$ cat config.mk
export PLATFORM = sky130hd
export DESIGN_NAME = pncv_ram
export DESIGN_NICKNAME = d
export VERILOG_FILES = /design/src/hw/rtl/pncv_ram.sv
export SDC_FILE = /design/constraint.sdc
export NUM_CORES = 1
export LEC_CHECK = 0
export ABC_AREA = 1
export BUFFER_PORTS_ARGS = -buffer_cell sky130_fd_sc_hd__buf_2
export CAP_MARGIN = 30
export CORE_UTILIZATION = 40
export DETAILED_ROUTE_END_ITERATION = 10
export GPL_TIMING_DRIVEN = 1
export HOLD_SLACK_MARGIN = 0.02
export PLACE_DENSITY = 0.62
export SYNTH_ARGS = -nofsm -noshare
export SYNTH_HDL_FRONTEND = slang
export SYNTH_SLANG_ARGS = --single-unit
$ cat constraint.sdc
create_clock -name clk -period 5.23 [get_ports clk]
set_input_delay 0.523 -clock clk [delete_from_list [all_inputs] [get_ports clk]]
set_output_delay 0.523 -clock clk [all_outputs]
set_load 0.005 [all_outputs]
$ cat src/hw/rtl/pncv_ram.sv
// pncv_ram: generic single-write, single-read ram with registered read
// no dependencies
module pncv_ram #(
    parameter int WIDTH = 8,
    parameter int DEPTH = 64
) (
    input  logic                     clk,
    input  logic                     wr_en,
    input  logic [$clog2(DEPTH)-1:0] wr_addr,
    input  logic [WIDTH-1:0]         wr_data,
    input  logic                     rd_en,
    input  logic [$clog2(DEPTH)-1:0] rd_addr,
    output logic [WIDTH-1:0]         rd_data
);

    logic [WIDTH-1:0] mem [DEPTH];

    // write port and registered read port
    always_ff @(posedge clk)
    begin
        if (wr_en)
        begin
            mem[wr_addr] <= wr_data;
        end
        if (rd_en)
        begin
            rd_data <= mem[rd_addr];
        end
    end

endmodule

=== Yosys cells after proc, flatten, opt, wreduce, memory -nomap -nowiden ===
Memory sizes are Yosys's and may differ from the RTL's. A register that Yosys moved wholly into a read port is not among the register bits.
Index checks and enable logic that the tools add are counted.
W data, S select, Z words.

* Multiplexer cells: 2

{| class="wikitable"
|+ Operators with widths
! operator !! count
|-
| $mux W1 || 2
|}

* Memories: 1
* Output and inout bits: 8
* RAM bits: 512
* Flip-flop bits (word level): 0
* Logic and storage cells: 3

{| class="wikitable"
|+ Memories
! memory !! depth !! bits a word !! read ports !! clocked after Yosys merged registers in !! write ports !! line !! text
|-
| mem || 64 || 8 || 1 || 1 || 1 || 16 || <nowiki>logic [WIDTH-1:0] mem [DEPTH];</nowiki>
|}

=== Depth between registers and ports, before layout ===
* Word-level depth: 2
* Mapped depth: 12
* Mapped depth without buffers: 9

=== Worst setup path after synthesis ===
Ideal clock, no wire load.

* Kind: input port to flip-flop
* From: in wr_en
* To: mem mem[48][0] (enable)
* Arrival: 1894 ps
* Buffers on the path: 1
* Stages: 3
* Library setup time: 395 ps
* Required time: 4835 ps
* Slack: 2941 ps
* Path through: clkbuf_1 > nand4_1 > nor4_1

* Cells in the longest elaborated chain, start to end: 2

{| class="wikitable"
|+ RTL lines
! what !! line !! text
|-
| from (decl) || 8 || <nowiki>input logic wr_en,</nowiki>
|-
| $mux W1 || 21 || <nowiki>if (wr_en)</nowiki>
|-
| $mux W1 (not written as such) || 23 || <nowiki>mem[wr_addr] <= wr_data;</nowiki>
|-
| to (decl) || 16 ||
|}

No other way between the ends.

==> flow_metrics.tcl <==
set metrics [dict create \
    period_needed_ns 2.606 \
    setup-violations-final 0 \
    cts_hold_buf 0 \
    num_rows 84 \
    synth_common_cells "648 x nand2_1, 520 x edfxtp_1, 439 x nand3_1" \
    power.density_mw_per_mm2 377.6 \
    drtIter0Drc 1686 \
    htreeDepth 2 \
    yosysMostFrequentCell "nand2_1" \
    path_clk_slew_ns 0.07 \
    worst_ep_arrival_time_ns 2.95 \
    die_x_um 233.4 \
    area_growth_pct 10.14 \
    leakage_nw 8.366 \
    root_buffer "clkbuf_16" \
    synthFlopType "edfxtp_1" \
    path_class "in2reg" \
    hp-class "in2reg" \
    vias 13670 \
    dp.cells 2437 \
    drv_cap 0 \
    grt_max_degree 161 \
    yosys_warnings 0 \
    grt_overflow_total 0 \
    ys_seq_elements 520 \
    final_nets 1826 \
    yosysTopAreaCellShare_pct 72.90 \
    nFillCells 4803 \
    synth_area_per_cell_um2 11.87 \
    portBuffers 30 \
    hold_ws_ns 0.3040 \
    tightest_slew_ns 0.9937 \
    cts_buffer_depth 3 \
    cpMaxStageDelayCell "buf_6" \
    critPathMaxFanout 114 \
    vdd_drop_max_mv 0.2351 \
    crit_required_ns 5.57 \
    gp_congestion 0.8376 \
    grt_first_pass_wirelength_mm 81.72 \
    cts.sinks 520 \
    synthTopCellsByArea "edfxtp_1 73%, nand2_1 11%, nand3_1 10%, buf_6 1.8%, nor2_1 0.98%" \
    synth-seq-area-share_pct 72.90 \
    ant_nets 0 \
    synth.distinct_cells 15 \
    grt_antenna_before_repair 4 \
    skew_ns 0.01062 \
    wl_per_cell_um 21.22 \
    start_util_pct 40.60 \
    setup_tns_ns 0 \
    clkLatencyLatePin_ns 0.60 \
    fmax_mhz 383.7 \
    drc 4 \
    dieArea_mm2 0.05448 \
    setup_slack_ns 2.624 \
    grt_pass1_vias 13370 \
    rsz0062_at_grt "false" \
    failed_checks "design-rule violations" \
    path_cells "buf_6 -> inv_6 -> buf_16 -> buf_4 -> nand2_1 -> nand3_1 -> nand3_1 -> nand2_1 -> nand2_1 -> nand3_1 -> nand3_1 -> nand2_1" \
    cts_setup_buffers 0 \
    layout-drive-gt1-share_pct 7.216 \
    gr-usage-all-layers_pct 20.07 \
    dp_hpwl_mm 29.62 \
    io_pins 31 \
    status "complete, but fails checks" \
    synth_top_area_cell "edfxtp_1" \
    post-route-period-util_pct 49.84 \
    cpPeakStageDelay_ns 0.55 \
    syn_area_mm2 0.02142 \
    cts_tree "done" \
    multi_input_area_mm2 0.004946 \
    slew_headroom_pct 33.56 \
    critPathLaunchType "input pin" \
    fin_cells 2533 \
    dr.pass1.iters 8 \
    cts_resized 0 \
    syn-num-nets 1828 \
    die_y_um 233.4 \
    finalHoldViolations 0 \
    netlist_instances 1805 \
    dpl_worst_slack_ns 1.991 \
    finalMaxSlewViolations 0 \
    seqCellArea_mm2 0.01562 \
    fp.coreArea_mm2 0.05276 \
    synthArstFlopShare_pct 0 \
    via_per_inst 5.398 \
    wl_mm 53.75 \
    numCtsBuffers 52 \
    end_kind "register" \
    synth_edf_count 520 \
]
==> logic make-up after synthesis <==
logic type	Yosys count	share of synthesized area (%)
flops	520	72.90
buf+inv	125	4.007
simple gates	1160	23.09
==> cell type report <==
| class | instances | share of cell area, % |
|---|---|---|
| timing repair buffer | 57 | 1.809 |
| multi-input combinational | 1160 | 20.97 |
| clock buffer | 64 | 5.797 |
| clock inverter | 30 | 1.347 |
| antenna | 2 | 0.02121 |
| tap | 688 | 3.649 |
| inverter | 12 | 0.2228 |
| sequential | 520 | 66.19 |
==> power by group <==
part,switching [W],internal (W)
clock network,0.00155,0.00219
logic,0.000404,0.000125
registers,0.0000109,0.00462
==> layer usage <==
metal	track usage, %	wire length (um)	part of all wire (%)	vias to the layer above
met4	6.899	1591	3.0	4
li1	-	-	-	6360
met5	0	31	0.058	-
met1	28.08	23240	43	6688
met2	31.76	25130	47	513
met3	3.271	3768	7.0	108
==> critical path, delay by kind of cell <==
kind                   cells  cell delay, ns
buffers and inverters      4            1.42
and+or+nand+nor            8            0.86
==> placed cells by master (no fill, tap or decap), types with 9 or more instances in the layout <==
master,instances
buf_2,28
buf_4,23
clkbuf_1,11
clkbuf_16,53
clkinv_1,10
clkinv_2,11
edfxtp_1,520
inv_1,9
nand2_1,648
nand3_1,439
nand4_1,9
nor2_1,56
==> sequential cells by signal, indices dropped and copies added, names as in the netlist <==
name	count
mem	512
rd_data	8
==> worst paths after layout <==
kind | endpoint | slack (ns) | cells past startpoint | start
max | rd_data[1] | 2.62 | 12 | rd_addr[0]
min | rd_data[6] | 0.30 | 1 | rd_en
max reg2reg | rd_data[1] | 3.63 | 8 | mem[51][1]
min reg2reg | rd_data[4] | 0.89 | 8 | mem[12][4]
==> stage by stage <==
stage | util, % | total power, W | instance area (um2)
5_1_grt | 44.70 | 0.009133 | 23590
3_3_place_gp | 41.43 | 0.005238 | 21860
3_5_place_dp | 41.51 | 0.005247 | 21900
2_1_floorplan | - | 0.005042 | 21420
6_report | 44.71 | 0.008909 | 23590
4_1_cts | 44.70 | 0.008938 | 23590
No activity file was read; power rests on OpenSTA's default activity.
