File: src/hw/rtl/pncv_pkg.sv
// pncv_pkg: shared types and constants of the point/normal consensus vote block
// no dependencies
package pncv_pkg;

    localparam int MAX_OBSERVATIONS_DEF = 64;

    // configuration register indexes
    localparam logic [1:0] CFG_POINT_DIST = 2'd0;
    localparam logic [1:0] CFG_LAND_DIST  = 2'd1;
    localparam logic [1:0] CFG_COS_ANGLE  = 2'd2;

    localparam logic [62:0] POINT_DIST_RST = 63'd42949673;
    localparam logic [62:0] LAND_DIST_RST  = 63'd4294967296;
    localparam logic [28:0] COS_ANGLE_RST  = 29'd189812531;

    localparam logic [5:0] SUPPORT_MAX = 6'd63;

    typedef struct packed {
        logic signed [31:0] point_x;
        logic signed [31:0] point_y;
        logic signed [31:0] point_z;
        logic signed [15:0] normal_x;
        logic signed [15:0] normal_y;
        logic signed [15:0] normal_z;
        logic signed [31:0] landmark_x;
        logic signed [31:0] landmark_y;
        logic signed [31:0] landmark_z;
        logic               group_last;
    } in_t;

    typedef struct packed {
        logic               accepted;
        logic signed [31:0] best_point_x;
        logic signed [31:0] best_point_y;
        logic signed [31:0] best_point_z;
        logic signed [15:0] best_normal_x;
        logic signed [15:0] best_normal_y;
        logic signed [15:0] best_normal_z;
        logic        [5:0]  support_count;
        logic               overflowed;
    } out_t;

    // one stored observation
    typedef struct packed {
        logic signed [31:0] px;
        logic signed [31:0] py;
        logic signed [31:0] pz;
        logic signed [15:0] nx;
        logic signed [15:0] ny;
        logic signed [15:0] nz;
    } obs_t;

    typedef enum logic [2:0] {
        ST_IDLE,
        ST_READ_I,
        ST_LATCH_I,
        ST_SCAN,
        ST_DRAIN,
        ST_LAND,
        ST_LAND_WAIT,
        ST_DONE
    } state_t;

    // controller to datapath
    typedef struct packed {
        logic land_load;  // latch landmark from input beat
        logic latch_cur;  // take ram data as reference observation
        logic scan;       // ram data of this read enters the pair pipe
        logic skip;       // pair is the reference with itself
        logic land;       // run best point against landmark
        logic commit;     // fold support count into best
        logic first;      // first reference of the group
        logic finish;     // load result register
        logic ovf;        // group overflowed
    } cmd_t;

    // datapath to controller
    typedef struct packed {
        logic busy;
        logic out_full;
    } status_t;

endpackage

File: src/hw/rtl/pncv_ctrl.sv
// pncv_ctrl: sequencer of loading, pairwise scan, landmark test and result
// depends on pncv_pkg
module pncv_ctrl #(
    parameter int MAX_OBSERVATIONS = pncv_pkg::MAX_OBSERVATIONS_DEF
) (
    input  logic                                clk,
    input  logic                                rst_n,
    input  logic                                in_valid,
    input  logic                                group_last,
    output logic                                in_stall,
    output logic                                wr_en,
    output logic [$clog2(MAX_OBSERVATIONS)-1:0] wr_addr,
    output logic                                rd_en,
    output logic [$clog2(MAX_OBSERVATIONS)-1:0] rd_addr,
    output pncv_pkg::cmd_t                      cmd,
    input  pncv_pkg::status_t                   status
);

    localparam int AW = $clog2(MAX_OBSERVATIONS);
    localparam int CW = $clog2(MAX_OBSERVATIONS + 1);
    localparam logic [CW-1:0] CNT_FULL = CW'(MAX_OBSERVATIONS);

    pncv_pkg::state_t state_reg, state_next;
    logic [CW-1:0] cnt_reg, cnt_next;
    logic [CW-1:0] i_reg, i_next;
    logic [CW-1:0] j_reg, j_next;
    logic          ovf_reg, ovf_next;
    logic          accept;
    logic [CW-1:0] last_idx;

    assign accept   = in_valid && !in_stall;
    assign last_idx = cnt_reg - CW'(1);

    // next state
    always_comb
    begin
        state_next = state_reg;
        case (state_reg)
            pncv_pkg::ST_IDLE:
            begin
                if (accept && group_last)
                begin
                    state_next = pncv_pkg::ST_READ_I;
                end
            end
            pncv_pkg::ST_READ_I:    state_next = pncv_pkg::ST_LATCH_I;
            pncv_pkg::ST_LATCH_I:   state_next = pncv_pkg::ST_SCAN;
            pncv_pkg::ST_SCAN:
            begin
                if (j_reg == last_idx)
                begin
                    state_next = pncv_pkg::ST_DRAIN;
                end
            end
            pncv_pkg::ST_DRAIN:
            begin
                if (!status.busy)
                begin
                    state_next = (i_reg == last_idx) ? pncv_pkg::ST_LAND
                                                     : pncv_pkg::ST_READ_I;
                end
            end
            pncv_pkg::ST_LAND:      state_next = pncv_pkg::ST_LAND_WAIT;
            pncv_pkg::ST_LAND_WAIT:
            begin
                if (!status.busy)
                begin
                    state_next = pncv_pkg::ST_DONE;
                end
            end
            pncv_pkg::ST_DONE:
            begin
                if (!status.out_full)
                begin
                    state_next = pncv_pkg::ST_IDLE;
                end
            end
            default:                state_next = pncv_pkg::ST_IDLE;
        endcase
    end

    // outputs and counters
    always_comb
    begin
        in_stall = 1'b1;
        wr_en    = 1'b0;
        wr_addr  = cnt_reg[AW-1:0];
        rd_en    = 1'b0;
        rd_addr  = i_reg[AW-1:0];
        cmd      = '0;
        cmd.ovf  = ovf_reg;
        cnt_next = cnt_reg;
        i_next   = i_reg;
        j_next   = j_reg;
        ovf_next = ovf_reg;
        case (state_reg)
            pncv_pkg::ST_IDLE:
            begin
                in_stall = 1'b0;
                if (accept)
                begin
                    if (cnt_reg == CNT_FULL)
                    begin
                        ovf_next = 1'b1;
                    end
                    else
                    begin
                        wr_en    = 1'b1;
                        cnt_next = cnt_reg + CW'(1);
                    end
                    cmd.land_load = group_last;
                    i_next        = '0;
                end
            end
            pncv_pkg::ST_READ_I:
            begin
                rd_en = 1'b1;
            end
            pncv_pkg::ST_LATCH_I:
            begin
                cmd.latch_cur = 1'b1;
                j_next        = '0;
            end
            pncv_pkg::ST_SCAN:
            begin
                rd_en    = 1'b1;
                rd_addr  = j_reg[AW-1:0];
                cmd.scan = 1'b1;
                cmd.skip = (j_reg == i_reg);
                j_next   = j_reg + CW'(1);
            end
            pncv_pkg::ST_DRAIN:
            begin
                if (!status.busy)
                begin
                    cmd.commit = 1'b1;
                    cmd.first  = (i_reg == '0);
                    i_next     = i_reg + CW'(1);
                end
            end
            pncv_pkg::ST_LAND:
            begin
                cmd.land = 1'b1;
            end
            pncv_pkg::ST_LAND_WAIT:
            begin
            end
            pncv_pkg::ST_DONE:
            begin
                if (!status.out_full)
                begin
                    cmd.finish = 1'b1;
                    cnt_next   = '0;
                    ovf_next   = 1'b0;
                end
            end
            default:
            begin
            end
        endcase
    end

    // control registers
    always_ff @(posedge clk or negedge rst_n)
    begin
        if (!rst_n)
        begin
            state_reg <= pncv_pkg::ST_IDLE;
            cnt_reg   <= '0;
            i_reg     <= '0;
            j_reg     <= '0;
            ovf_reg   <= 1'b0;
        end
        else
        begin
            state_reg <= state_next;
            cnt_reg   <= cnt_next;
            i_reg     <= i_next;
            j_reg     <= j_next;
            ovf_reg   <= ovf_next;
        end
    end

endmodule

File: config.mk
export PLATFORM = sky130hd
export DESIGN_NAME = pncv_ctrl
export DESIGN_NICKNAME = d
export VERILOG_FILES = /design/src/hw/rtl/pncv_pkg.sv /design/src/hw/rtl/pncv_ctrl.sv
export SDC_FILE = /design/constraint.sdc
export NUM_CORES = 1
export LEC_CHECK = 0
export BUFFER_PORTS_ARGS = -buffer_cell sky130_fd_sc_hd__buf_2
export CAP_MARGIN = 0
export CELL_PAD_IN_SITES_DETAIL_PLACEMENT = 0
export CELL_PAD_IN_SITES_GLOBAL_PLACEMENT = 2
export CORE_MARGIN = 5
export CORE_UTILIZATION = 37
export DETAILED_ROUTE_END_ITERATION = 7
export PLACE_DENSITY_LB_ADDON = 0.1
export RECOVER_POWER = 25
export SETUP_SLACK_MARGIN = 0.5
export SYNTH_ARGS = -nofsm -noshare
export SYNTH_HDL_FRONTEND = slang
export SYNTH_SLANG_ARGS = --single-unit
File: constraint.sdc
create_clock -name clk -period 3.63 [get_ports clk]
set_input_delay 0.1815 -clock clk [delete_from_list [all_inputs] [get_ports clk]]
set_output_delay 0.1815 -clock clk [all_outputs]
set_load 0.05 [all_outputs]
Yosys cells after proc, flatten, opt, wreduce, memory -nomap -nowiden --
Cells that the tools add are included.
Word-level totals: input bits 6, word-level logic and storage cells 74, memories kept 0, bits in read-only memories 0, bits in registers 25, latch bits 0, RAM bits 0
Cells by class: reduce and logical (&&, ||, !) cells 12, add/subtract/negate cells 4, bitwise logic cells 0, div/mod/pow operators 0, muxes and demuxes 34, multiply operators 0, $lt $le $gt $ge 0, equal/unequal tests 19, shift-type cells 0
Operator list (count):
- case mux 7 bit (2 select lines) | 3
- 2-to-1 mux 7 bit | 5
- case mux 3 bit (8 select lines) | 1
- adder 7 x 1 -> 7 bit (second input constant) | 3
- equality test 7 bit | 3
- 2-to-1 mux 3 bit | 6
- 2-to-1 mux 1 bit | 14
- equality test 3 bit (second input constant) | 4
- inequality test 2 bit (second input constant) | 6
- AND reduction 4 bit | 2
- equality test 7 bit (second input constant) | 1
- logical NOT 7 bit | 1
- subtractor 7 x 1 -> 7 bit (second input constant) | 1
- equality test 3 x 2 -> 1 bit (second input constant) | 2
- 2-to-1 mux 2 bit | 3
- 2-to-1 mux 6 bit | 1
- nonzero test 2 bit | 3
- AND reduction 5 bit | 1
- inequality test 2 x 1 -> 1 bit (second input constant) | 2
- equality test 3 x 1 -> 1 bit (second input constant) | 1
- logical NOT 3 bit | 1
- AND reduction 3 bit | 1
- logical AND 1 bit | 2
- case mux 1 bit (2 select lines) | 1
- OR reduction 2 bit | 1

Logic depth before layout (Yosys ltp) --
Gate-level depths: netlist of the first run.
depth after elaboration 5, gate-level depth with buffers 9

Worst setup path before layout of the first run --
No wires, ideal clock.
path type register -> output, start register state_reg[0], end output rd_addr[0], cell stages (with the launch flop) 8, data required time 3.448 ns, path buffers 3, setup slack 0.608 ns, arrival 2.841 ns, cell sequence dfrtp_1 ha_1 clkbuf_1 nand2b_1 clkbuf_1 inv_1 clkbuf_1 o21ai_0
On the way: cells in the longest elaborated chain, start to end 2
Ends and longest elaborated chain:
- start, declared | line pncv_ctrl.sv:23 | pncv_pkg::state_t state_reg, state_next;
- start signal, assigned | line pncv_ctrl.sv:168 | state_reg <= pncv_pkg::ST_IDLE;
- start signal, assigned | line pncv_ctrl.sv:176 | state_reg <= state_next;
- equality test 3 x 2 -> 1 bit | line pncv_ctrl.sv:96 | case (state_reg)
- 2-to-1 mux 6 bit | line pncv_ctrl.sv:96
- end, declared | line pncv_ctrl.sv:14 | output logic [$clog2(MAX_OBSERVATIONS)-1:0] rd_addr,
Every way passes these cells.

==> results by group, run 1 <==
Route
  – DRT Pass-1 Iters: 4
  – Final ANT Viol Nets: 0
  – Vias/cell: 5.08
  – Final wirelength: 4.94 mm
  – Via count: 1619
  – Avg WL per Cell: 15.5 um
  – DRC viols: 0
  – Initial DRC count: 59

Yosys
  – Area fraction in and, or, nand and nor cells after synthesis: 24.1%
  – Main area contributors after synthesis: dfrtp_1 31%, xnor2_1 8.6%, ha_1 6.2%
  – Post-Syn Area per Cell: 8.60 um^2
  – Count of cell types in the netlist: 47
  – Post-synthesis cell area: 0.00203 mm^2
  – Xor-xnor portion of the synthesized cell area: 15.2%
  – Largest family of logic cells by synthesized area: simple AND/OR/NAND/NOR gates
  – Area share of fa/ha/maj cells after synthesis: 6.17%
  – Syn nets: 252
  – Ys async rst share: 100%
  – Post-synth top flop: dfrtp_1
  – Area fraction in compound gates after synthesis: 12.3%
  – Mux share of post-synthesis cell area: 2.90%
  – Post-synth EDFFs: 0
  – Synth area leader: dfrtp_1
  – Ys Warns: 0
  – Post-synth top area share: 30.8%
  – Syn Inst Count: 236
  – Post-synthesis sequential element count: 25
  – Sequential area share after synthesis: 30.8%

STA
  – Worst rel slew slack: 2.58%
  – Sum of negative setup slack: 0 ps
  – Tightest Pin Transition: 1460 ps
  – Pins Over Slew Limit: 0
  – Count of final hold-check violations: 0
  – Setup WS post-layout: 1180 ps
  – Max Fclk: 409 MHz
  – Final setup viols: 0
  – Minimum clock period: 2450 ps
  – RSZ-0062 raised after global routing: false
  – Setup Skew: 10.9 ps
  – Crit share post-route: 67.4%

GRT
  – GRT Util Overall: 14.4%
  – Antenna violations before repair: 0
  – Vias in the first global route: 1598
  – Remaining global-route overflow: 0
  – Global-route wire length before repair: 8.33 mm
  – Pin count of the biggest net entering global routing: 26

Die
  – Die Wd: 84.1 um
  – Core area: 0.00541 mm^2
  – Row cnt: 27
  – Initial Utilization: 37.5%
  – Die H: 84.1 um
  – Die area: 0.00707 mm^2
  – # IOs: 30

Worst setup path
  – Critical Path Fanout Max: 16
  – Kind of critical path: flip-flop to output pin
  – Worst Path Buf+Inv: 2
  – Startpoint Class: flip-flop
  – Crit end category: output pin
  – Cell family with most CP delay: buffers and inverters
  – Crit path arrival time: 2260 ps
  – Critical Path RT: 3450 ps
  – Crit-path max cell delay: 420 ps
  – Slowest stage cell, crit path: dfrtp_1
  – Critical-path cell list: ha_1, nand2b_1, inv_1, nand4_1, nor2_1, buf_2

Clock network
  – Root Buffer: clkbuf_8
  – # resized after CTS: 0
  – Post CTS Setup Buffer Count: 0
  – Clock sink count: 25
  – H-tree levels: 1
  – TritonCTS buffer count: 3
  – Maximum clock insertion buffer count: 2
  – Clock transition at path regs: 100 ps
  – CTS tree: yes
  – Latest clock arrival within the worst-skew pair: 280 ps

Final layout
  – Non-filler cells, final: 319
  – Area Growth Syn to Fin: 8.32%
  – Fin util: 40.7%
  – Nets@finish: 264
  – Design area: 0.00220 mm^2
  – Most frequent cells in the layout: 28 x buf_2, 27 x nor2_1, 25 x nand2_1, 25 x dfrtp_1, 20 x xnor2_1
  – Most common cell after layout, fill and taps aside: buf_2
  – # diodes: 0
  – Ratio of cells with drive above 1 in the final layout: 17.4%

Placed design
  – Pre-CTS setup slack: 1250 ps
  – DP Cell Count: 314
  – Placed wire-length estimate: 3.67 mm
  – Post-Place Cell Area: 0.00214 mm^2
  – IO Port Bufs: 29
  – GPL Wtd Cong: 0.735

Job
  – Max cap viols: 0

Power and ir drop
  – Internal power: 808 uW
  – LEAKAGE: 0.00102 uW
  – Sequential fraction of design power: 28.3%
  – Sw power: 904 uW
  – Logic pwr share: 61.4%
  – Sw Ratio: 52.8%
  – Worst vdd ir: 415 uV
  – Pwr dens: 779 mW/mm^2
  – Clock power frac: 10.3%

Status
  – Outcome: completed

Hold path
  – HP Class: input port to flip-flop
-- cell type report --
| type | instances | area, um^2 |
|---|---|---|
| Inverter | 9 | 33.8 |
| Fill cell | 585 | 3210 |
| Tap cell | 72 | 90.1 |
| Sequential cell | 25 | 626 |
| Multi-Input combinational cell | 177 | 1230 |
| Clock inverter | 1 | 7.51 |
| Timing Repair Buffer | 32 | 169 |
| Clock buffer | 3 | 41.3 |
-- logic make-up (layout without fill, tap and decap cells) --
family | Yosys count | count (layout)
and+or+nand+nor | 92 | 92
AOI/OAI and AO/OA | 38 | 38
buffers and inverters | 34 | 45
xor gates and xnor gates | 32 | 32
DFF | 25 | 25
adders and majority gates | 10 | 10
muxes | 5 | 5
-- stage by stage --
stage	hold slack [ps]	power, uW
4_1_cts	337	1740
5_1_grt	365	1850
6_report	339	1710
3_5_place_dp	226	1550
2_1_floorplan	-114	1360
3_3_place_gp	230	1560
-- timing repair --
item / in CTS / in global routing
endpoints found under the setup margin: 0 / 0
endpoints found under the hold margin: 25 / 0
hold buffers: 1 / 0
-- power groups by stage --
stage | registers, uW | logic (uW) | clock network (uW)
floorplan | 396 | 966 | 0
global placement | 491 | 1070 | 0
detailed placement | 492 | 1060 | 0
CTS | 486 | 1070 | 186
global route | 505 | 1150 | 194
finish | 484 | 1050 | 177
-- cells in the mapped netlist (all sizes together) (2+ instances only) --
library cell   n
xnor3          2
nand4          6
clkbuf        12
xor2          10
ha            10
o221ai         2
nor4           3
nor3           3
a31oi          2
a22o           2
inv            9
o31ai          6
xnor2         20
dfrtp         25
mux2           4
a211oi         2
buf           13
o21ai         11
nor2          28
a21boi         2
a21oi          7
nand2         25
nand3          8
nand3b         2
and2           4
nand2b         5
-- worst reg2reg max path: stages (launching register included) --
cell and delay, ps:
dfrtp_1 590, inv_1 120, ha_1 370, xnor2_1 150, a211oi_1 190, o31ai_1 140
nor4b_4 310, nor2_2 90, mux2_4 300
-- worst paths after layout --
kind / start / endpoint / cells past startpoint / slack (ps)
max: state_reg[1] / cmd[5] / 6 / 1180
min: status[0] / cnt_reg[6] / 4 / 340
max reg2reg: cnt_reg[0] / state_reg[1] / 8 / 1260
min reg2reg: ovf_reg / ovf_reg / 2 / 500
max in group asynchronous: rst_n / j_reg[6] / 2 / 1990
min in group asynchronous: rst_n / i_reg[0] / 2 / 770
-- layer usage --
layer	GRT usage [%]	vias up	part of all wire, %
met5	0	-	0
li1	-	819	-
met3	2.67	4	4.7
met1	21.1	758	51
met4	3.07	0	0.99
met2	22.0	38	43
No activity file was read; power rests on OpenSTA's default activity.
==> run 2: changes to the inputs <==
--- a/config.mk
+++ b/config.mk
@@ -10,7 +10,7 @@
 export CELL_PAD_IN_SITES_DETAIL_PLACEMENT = 0
 export CELL_PAD_IN_SITES_GLOBAL_PLACEMENT = 2
 export CORE_MARGIN = 5
-export CORE_UTILIZATION = 37
+export CORE_UTILIZATION = 34
 export DETAILED_ROUTE_END_ITERATION = 7
 export PLACE_DENSITY_LB_ADDON = 0.1
 export RECOVER_POWER = 25
==> constraint.sdc (replaced) <==
create_clock -name clk -period 2.4 [get_ports clk]
set_input_delay 0.12 -clock clk [delete_from_list [all_inputs] [get_ports clk]]
set_output_delay 0.12 -clock clk [all_outputs]
set_load 0.05 [all_outputs]
==> run 2 against run 1 <==
The flow now finishes with violations (max-capacitance violations, max-slew violations). Critical path depth up 2. Global-route usage up 0.90 points. Via count up 7.4%. Total power up 89%. Flip-flop and latch count unchanged.
==> results by group, run 2 (same netlist as run 1, synthesis figures left out) <==
Route
  – DRT Pass-1 Iters: 6 (+2)
  – Vias/cell: 4.91 (-3.3%)
  – Final wirelength: 5.45 mm (+10%)
  – Routed wl met3: 136 um (-41%)
  – Via count: 1738 (+7.4%)
  – Met1 WL: 2.65 mm (+4.7%)
  – DRC viols: 0 (unchanged)
  – Avg WL per Cell: 15.4 um (-0.59%)
  – Met2 wire len: 2.62 mm (+23%)
  – Highest Signal Layer: met4
  – Initial DRC count: 43 (-27%)
  – Final ANT Viol Nets: 0 (unchanged)

Placed design
  – GPL Wtd Cong: 0.774 (+5.3%)
  – Post-Place Cell Area: 0.00231 mm^2 (+8.0%)
  – IO Port Bufs: 29 (unchanged)
  – Placed wire-length estimate: 3.87 mm (+5.3%)

STA
  – Crit share post-route: 82.9%
  – Max Fclk: 503 MHz
  – Pins Over Slew Limit: 25 (+25)
  – Final setup viols: 0 (unchanged)
  – RSZ-0062 raised after global routing: true
  – Worst rel slew slack: -0.421% (-3.0 points)
  – Tightest Pin Transition: 1510 ps (+45.1 ps)
  – Sum of negative setup slack: 0 ps (unchanged)
  – Count of final hold-check violations: 0 (unchanged)
  – Setup Skew: 7.66 ps (-3.28 ps)
  – Minimum clock period: 1990 ps

Power and ir drop
  – Pwr dens: 1220 mW/mm^2 (+57%)
  – Sw power: 1590 uW (+76%)
  – Internal power: 1650 uW (+100%)
  – Clock power frac: 8.4% (-1.9 points)
  – Worst vdd ir: 584 uV (+41%)
  – LEAKAGE: 0.00121 uW (+18%)
  – Logic pwr share: 71.0% (+9.6 points)
  – Sw Ratio: 49.0% (-3.8 points)
  – Sequential fraction of design power: 20.6% (-7.7 points)

Worst setup path
  – Crit end category: flip-flop
  – Crit path arrival time: 2160 ps (-100 ps)
  – Critical Path Fanout Max: 5 (-11)
  – Kind of critical path: flip-flop to flip-flop
  – Startpoint Class: flip-flop
  – R2R Setup Slk: 410 ps (-850 ps)
  – Critical Path RT: 2570 ps (-880 ps)

Status
  – Outcome: complete, but fails checks
  – Failing checks: max-capacitance violations, max-slew violations

Die
  – Die area: 0.00761 mm^2 (+7.8%)
  – Die H: 87.3 um (+3.8%)
  – Core area: 0.00585 mm^2 (+8.2%)
  – # IOs: 30 (unchanged)
  – Die Wd: 87.3 um (+3.8%)
  – Initial Utilization: 34.7% (-2.9 points)
  – Row cnt: 28 (+3.7%)

GRT
  – Pin count of the biggest net entering global routing: 26 (unchanged)
  – Antenna violations before repair: 0 (unchanged)
  – Remaining global-route overflow: 0 (unchanged)
  – GRT Util Overall: 15.3% (+0.90 points)
  – Vias in the first global route: 1687 (+5.6%)
  – Global-route wire length before repair: 8.98 mm (+7.9%)

Clock network
  – Clock transition at path regs: 100 ps (about the same)
  – CTS tree: yes
  – Clock sink count: 25 (unchanged)
  – Root Buffer: clkbuf_8
  – Maximum clock insertion buffer count: 2 (unchanged)
  – Latest clock arrival within the worst-skew pair: 280 ps (about the same)
  – H-tree levels: 1 (unchanged)
  – TritonCTS buffer count: 3 (unchanged)

Final layout
  – Nets@finish: 296 (+12%)
  – Fillers: 595 (+1.7%)
  – Fin util: 45.2% (+4.5 points)
  – Most frequent cells in the layout: 38 x buf_4, 24 x nand2_1, 23 x nor2_1, 22 x dfrtp_1, 20 x buf_2
  – Area Growth Syn to Fin: 30.3%
  – Ratio of cells with drive above 1 in the final layout: 37.6% (+20 points)
  – Most common cell after layout, fill and taps aside: buf_4
  – Design area: 0.00264 mm^2 (+20%)
  – Reg area: 629 um^2 (+0.60%)
  – # diodes: 0 (unchanged)
  – Multi-input gate area: 0.00140 mm^2 (+13%)

Hold path
  – HP Class: input port to flip-flop

Job
  – Max cap viols: 1 (+1)
-- run 2: changes by cell type in the layout (fill, tap and decap cells not counted), moves of 3 or more --
cell and change:
dfrtp_2 +3, ha_4 +3, inv_1 -3, ha_1 -3, buf_4 +36, buf_2 -8, buf_6 +3, nor2_1 -4
nor2_4 +3, dfrtp_1 -3
-- run 2: final cells by class --
cell class / count / share of cell area (%)
clock buffers: 3 / 1.56
clock inverters: 1 / 0.189
inverters: 9 / 1.42
multi-input cells: 177 / 52.8
flip-flops and latches: 25 / 23.8
well taps: 75 / 3.55
repair buffers: 64 / 16.7
-- run 2: through the flow --
stage | hold slack (ps) | power (uW) | setup slack, ps | std cells
after global routing | 290 | 3490 | 306 | 354
after detailed placement | 181 | 2590 | 275 | 328
after floorplan | -176 | 2210 | 398 | 236
final | 273 | 3240 | 411 | 354
after CTS | 263 | 3090 | 445 | 343
after global placement | 182 | 2610 | 264 | 328
-- run 2: path summary, 6_finish.rpt --
check	startpoint	to	cells after the start
worst max-delay path	state_reg[0]	state_reg[1]	8
worst min-delay path	status[1]	i_reg[1]	3
worst max register to register	state_reg[0]	state_reg[1]	8
worst min register to register	ovf_reg	ovf_reg	2
max in group asynchronous	rst_n	cnt_reg[4]	2
min in group asynchronous	rst_n	i_reg[6]	2
-- run 2: repair_timing --
item	in CTS	in global routing
setup endpoints to repair	15	23
pin swaps	3	10
endpoints found under the hold margin	25	0
buffers inserted	10	11
gates cloned	0	0
hold buffers	1	0
gates resized for setup	20	13
-- run 2: critical path: stages (launching register included) --
cell     delay [ps]
dfrtp_1         420
inv_1           120
ha_1            270
a21o_1          180
a21oi_2         170
o31ai_2          90
nor4b_4         260
nor2_2           80
mux2_4          300
-- run 2: metal layers --
metal / track usage, % / vias to the layer above
met5: 0 / -
met4: 3.77 / 0
met3: 2.65 / 4
met2: 24.5 / 16
met1: 21.4 / 834
li1: - / 884
-- run 2: power groups by stage --
| stage | logic (uW) | clock network [uW] | registers [uW] |
|---|---|---|---|
| 6_report | 2300 | 273 | 667 |
| 5_1_grt | 2500 | 293 | 690 |
| 4_1_cts | 2140 | 279 | 664 |
| 3_5_place_dp | 1920 | 0 | 665 |
| 3_3_place_gp | 1940 | 0 | 669 |
| 2_1_floorplan | 1610 | 0 | 600 |
==> run 3: changes to the inputs <==
--- a/config.mk
+++ b/config.mk
@@ -5,12 +5,13 @@
 export SDC_FILE = /design/constraint.sdc
 export NUM_CORES = 1
 export LEC_CHECK = 0
+export ABC_AREA = 1
 export BUFFER_PORTS_ARGS = -buffer_cell sky130_fd_sc_hd__buf_2
 export CAP_MARGIN = 0
 export CELL_PAD_IN_SITES_DETAIL_PLACEMENT = 0
 export CELL_PAD_IN_SITES_GLOBAL_PLACEMENT = 2
 export CORE_MARGIN = 5
-export CORE_UTILIZATION = 34
+export CORE_UTILIZATION = 29
 export DETAILED_ROUTE_END_ITERATION = 7
 export PLACE_DENSITY_LB_ADDON = 0.1
 export RECOVER_POWER = 25
==> constraint.sdc (replaced) <==
create_clock -name clk -period 1.8 [get_ports clk]
set_input_delay 0.09 -clock clk [delete_from_list [all_inputs] [get_ports clk]]
set_output_delay 0.09 -clock clk [all_outputs]
set_load 0.05 [all_outputs]
==> run 3 against run 2 <==
The run ends with negative setup slack left. Via count grew 35%. Cell count grew 41%. Setup slack lost 440 ps. Critical path type unchanged. First-iteration DRC count grew 84%. Combinational power grew 120%. Final area grew 36%. Highest routed layer unchanged. Global-route usage grew 0.85 points. Non-clock buffer count grew 33. Flip-flop and latch count is the same. Clock power grew 35%. Clock skew is essentially flat. Sequential share of layout area shrank 6.2 points.
==> results by group, run 3 <==
Clock network
  – Latest clock arrival within the worst-skew pair: 280 ps (about the same)
  – Clock transition at path regs: 100 ps (about the same)
  – CTS tree: yes
  – Maximum clock insertion buffer count: 2 (unchanged)
  – Clock sink count: 25 (unchanged)
  – Root Buffer: clkbuf_8
  – TritonCTS buffer count: 3 (unchanged)
  – H-tree levels: 1 (unchanged)

Final layout
  – Area Growth Syn to Fin: 64.2%
  – Multi-input gate area: 0.00170 mm^2 (+22%)
  – Design area: 0.00360 mm^2 (+36%)
  – Most common cell after layout, fill and taps aside: nand2_1
  – Fillers: 765 (+29%)
  – Reg area: 632 um^2 (+0.40%)
  – Most frequent cells in the layout: 58 x nand2_1, 51 x buf_4, 30 x nand3_1, 23 x buf_6
  – Nets@finish: 417 (+41%)
  – # diodes: 0 (unchanged)
  – Ratio of cells with drive above 1 in the final layout: 52.8% (+15 points)

Worst setup path
  – Critical Path RT: 1970 ps (-600 ps)
  – Worst reg2reg path depth: 13 (+5)
  – Critical-path cell list: buf_6, inv_4, ha_4, inv_4, nor2_8, buf_12, buf_6, nand4_4, nand2_4, nor2_8, nand3_4, o21bai_1, nor2_1
  – R2R Setup Slk: -30 ps (-440 ps)
  – Startpoint Class: flip-flop
  – Crit path arrival time: 2000 ps (-160 ps)
  – Worst Path Buf+Inv: 5 (+4)
  – Critical Path Fanout Max: 4 (-1)
  – Cell family with most CP delay: simple AND/OR/NAND/NOR gates
  – Kind of critical path: flip-flop to flip-flop
  – Slowest stage cell, crit path: dfrtp_2
  – Crit path depth: 13 (+5)
  – Crit-path max cell delay: 420 ps (about the same)
  – Crit end category: flip-flop

Placed design
  – GPL Wtd Cong: 0.815 (+5.4%)
  – Placed wire-length estimate: 5.56 mm (+44%)
  – IO Port Bufs: 29 (unchanged)
  – Post-Place Cell Area: 0.00272 mm^2 (+17%)
  – Pre-CTS setup slack: -55.1 ps (-330 ps)

STA
  – Worst rel slew slack: 50.1% (+50 points)
  – Max Fclk: 546 MHz (+8.7%)
  – Setup WS post-layout: -30.4 ps (-441 ps)
  – Setup Skew: 7.20 ps (-0.460 ps)
  – RSZ-0062 raised after global routing: true
  – Pins Over Slew Limit: 0 (-100%)
  – Minimum clock period: 1830 ps (-159 ps)
  – Count of final hold-check violations: 0 (unchanged)
  – Final setup viols: 6 (+6)
  – Tightest Pin Transition: 749 ps (-757 ps)
  – Crit share post-route: 102% (+19 points)

Status
  – Outcome: complete, but fails checks
  – Failing checks: negative setup slack

Yosys
  – Post-synth top cells: 69 x nand2_1, 37 x inv_1, 35 x nand3_1
  – Post-synthesis cell area: 0.00219 mm^2 (+7.9%)
  – Most frequent cell after synthesis: nand2_1
  – Ys async rst share: 100% (unchanged)
  – Syn Inst Count: 313 (+33%)
  – Syn nets: 329 (+31%)
  – Main area contributors after synthesis: dfrtp_1 29%, nand2_1 12%, nand3_1 8.0%
  – Post-synth top flop: dfrtp_1
  – Ys Warns: 0 (unchanged)
  – Count of cell types in the netlist: 37 (-21%)
  – Sequential area share after synthesis: 28.6% (-2.3 points)
  – Post-synth top area share: 28.6% (-2.3 points)
  – Post-synthesis sequential element count: 25 (unchanged)
  – Synth area leader: dfrtp_1
  – Post-synth EDFFs: 0 (unchanged)
  – Post-Syn Area per Cell: 7.00 um^2 (-19%)

GRT
  – Global-route wire length before repair: 12.5 mm (+39%)
  – GRT Util Overall: 16.2% (+0.85 points)
  – Vias in the first global route: 2434 (+44%)
  – Pin count of the biggest net entering global routing: 26 (unchanged)
  – Remaining global-route overflow: 0 (unchanged)
  – Antenna violations before repair: 0 (unchanged)

Route
  – Avg WL per Cell: 15.1 um (-1.7%)
  – Initial DRC count: 79 (+84%)
  – DRT Pass-1 Iters: 4 (-2)
  – Final wirelength: 7.56 mm (+39%)
  – DRC viols: 0 (unchanged)
  – Vias/cell: 4.69 (-4.6%)
  – Final ANT Viol Nets: 0 (unchanged)
  – Via count: 2338 (+35%)

Power and ir drop
  – Sw power: 3400 uW (+110%)
  – Worst vdd ir: 1230 uV (+110%)
  – Logic pwr share: 79.2% (+8.2 points)
  – Sequential fraction of design power: 15.1% (-5.5 points)
  – Clock power frac: 5.7% (-2.7 points)
  – Internal power: 3050 uW (+84%)
  – Pwr dens: 1790 mW/mm^2 (+46%)
  – LEAKAGE: 0.00173 uW (+42%)
  – Sw Ratio: 52.8% (+3.8 points)

Hold path
  – HP Class: input port to flip-flop
  – Worst hold stages: 6 (+3)

Die
  – Initial Utilization: 30.0% (-4.7 points)
  – Core area: 0.00729 mm^2 (+25%)
  – Die Wd: 96.9 um (+11%)
  – Row cnt: 31 (+11%)
  – Die H: 96.9 um (+11%)
  – Die area: 0.00939 mm^2 (+23%)
  – # IOs: 30 (unchanged)

Job
  – Max cap viols: 0 (-1)
[run 3: worst paths after layout]
path | end | start
hold / removal | ovf_reg | status[0]
max in group asynchronous | state_reg[0] | rst_n
setup reg to reg | cnt_reg[5] | state_reg[1]
min in group asynchronous | cnt_reg[4] | rst_n
hold reg to reg | ovf_reg | ovf_reg
setup / recovery | cnt_reg[5] | state_reg[1]
[run 3: worst register-to-register path, cell delays in order (launching register included)]
cell and delay (ps):
dfrtp_2 420, buf_6 120, inv_4 40, ha_4 160, inv_4 70, nor2_8 50, buf_12 130, buf_6 110
nand4_4 70, nand2_4 80, nor2_8 150, nand3_4 100, o21bai_1 180, nor2_1 60
[run 3: stage by stage]
stage          instances  hold WS [ps]  setup TNS, ps  total power, uW  util, %
2_1_floorplan        313          -206          -59.5             3760        -
6_report             499           281          -67.5             6450     49.3
4_1_cts              485           249           -121             5920     45.7
3_3_place_gp         455           165          -56.0             4650     37.3
3_5_place_dp         455           170          -55.1             4640     37.3
5_1_grt              499           312          -1250             6900     49.3
[run 3: cell families (layout without fill, tap and decap cells)]
family                     after synthesis  after routing  share of synthesized area [%]
DFF                                     25             25                           28.6
adders and majority gates               10             10                           5.71
AOI/OAI and AO/OA                       41             41                           10.7
buffers and inverters                   59            146                           12.5
xor gates and xnor gates                 8              8                           3.20
and+or+nand+nor                        170            170                           39.3
[run 3: what timing repair did]
item,in CTS,in global routing
hold buffers,1,0
endpoints found under the hold margin,25,0
endpoints found under the setup margin,43,44
gates resized for setup,110,41
pin swaps,27,10
buffers inserted,25,14
[run 3: cell type report]
| type | instances | area share [%] |
|---|---|---|
| clock buffers | 4 | 1.25 |
| repair buffers | 97 | 24.7 |
| well taps | 99 | 3.44 |
| multi-input cells | 229 | 47.2 |
| flip-flops and latches | 25 | 17.6 |
| inverters | 45 | 5.88 |
[run 3: layer usage]
metal / part of all wire (%) / global-route usage [%] / up-vias
met5: 0 / 0 / -
met4: 0.95 / 3.35 / 0
met3: 2.1 / 1.73 / 8
met2: 49 / 28.2 / 31
met1: 48 / 21.5 / 1120
li1: - / - / 1179
[run 3: power by group through the flow]
stage,logic (uW),clock network (uW),registers (uW)
2_1_floorplan,2850,0,916
3_3_place_gp,3680,0,973
3_5_place_dp,3670,0,975
4_1_cts,4580,376,970
5_1_grt,5510,388,1000
6_report,5110,368,973
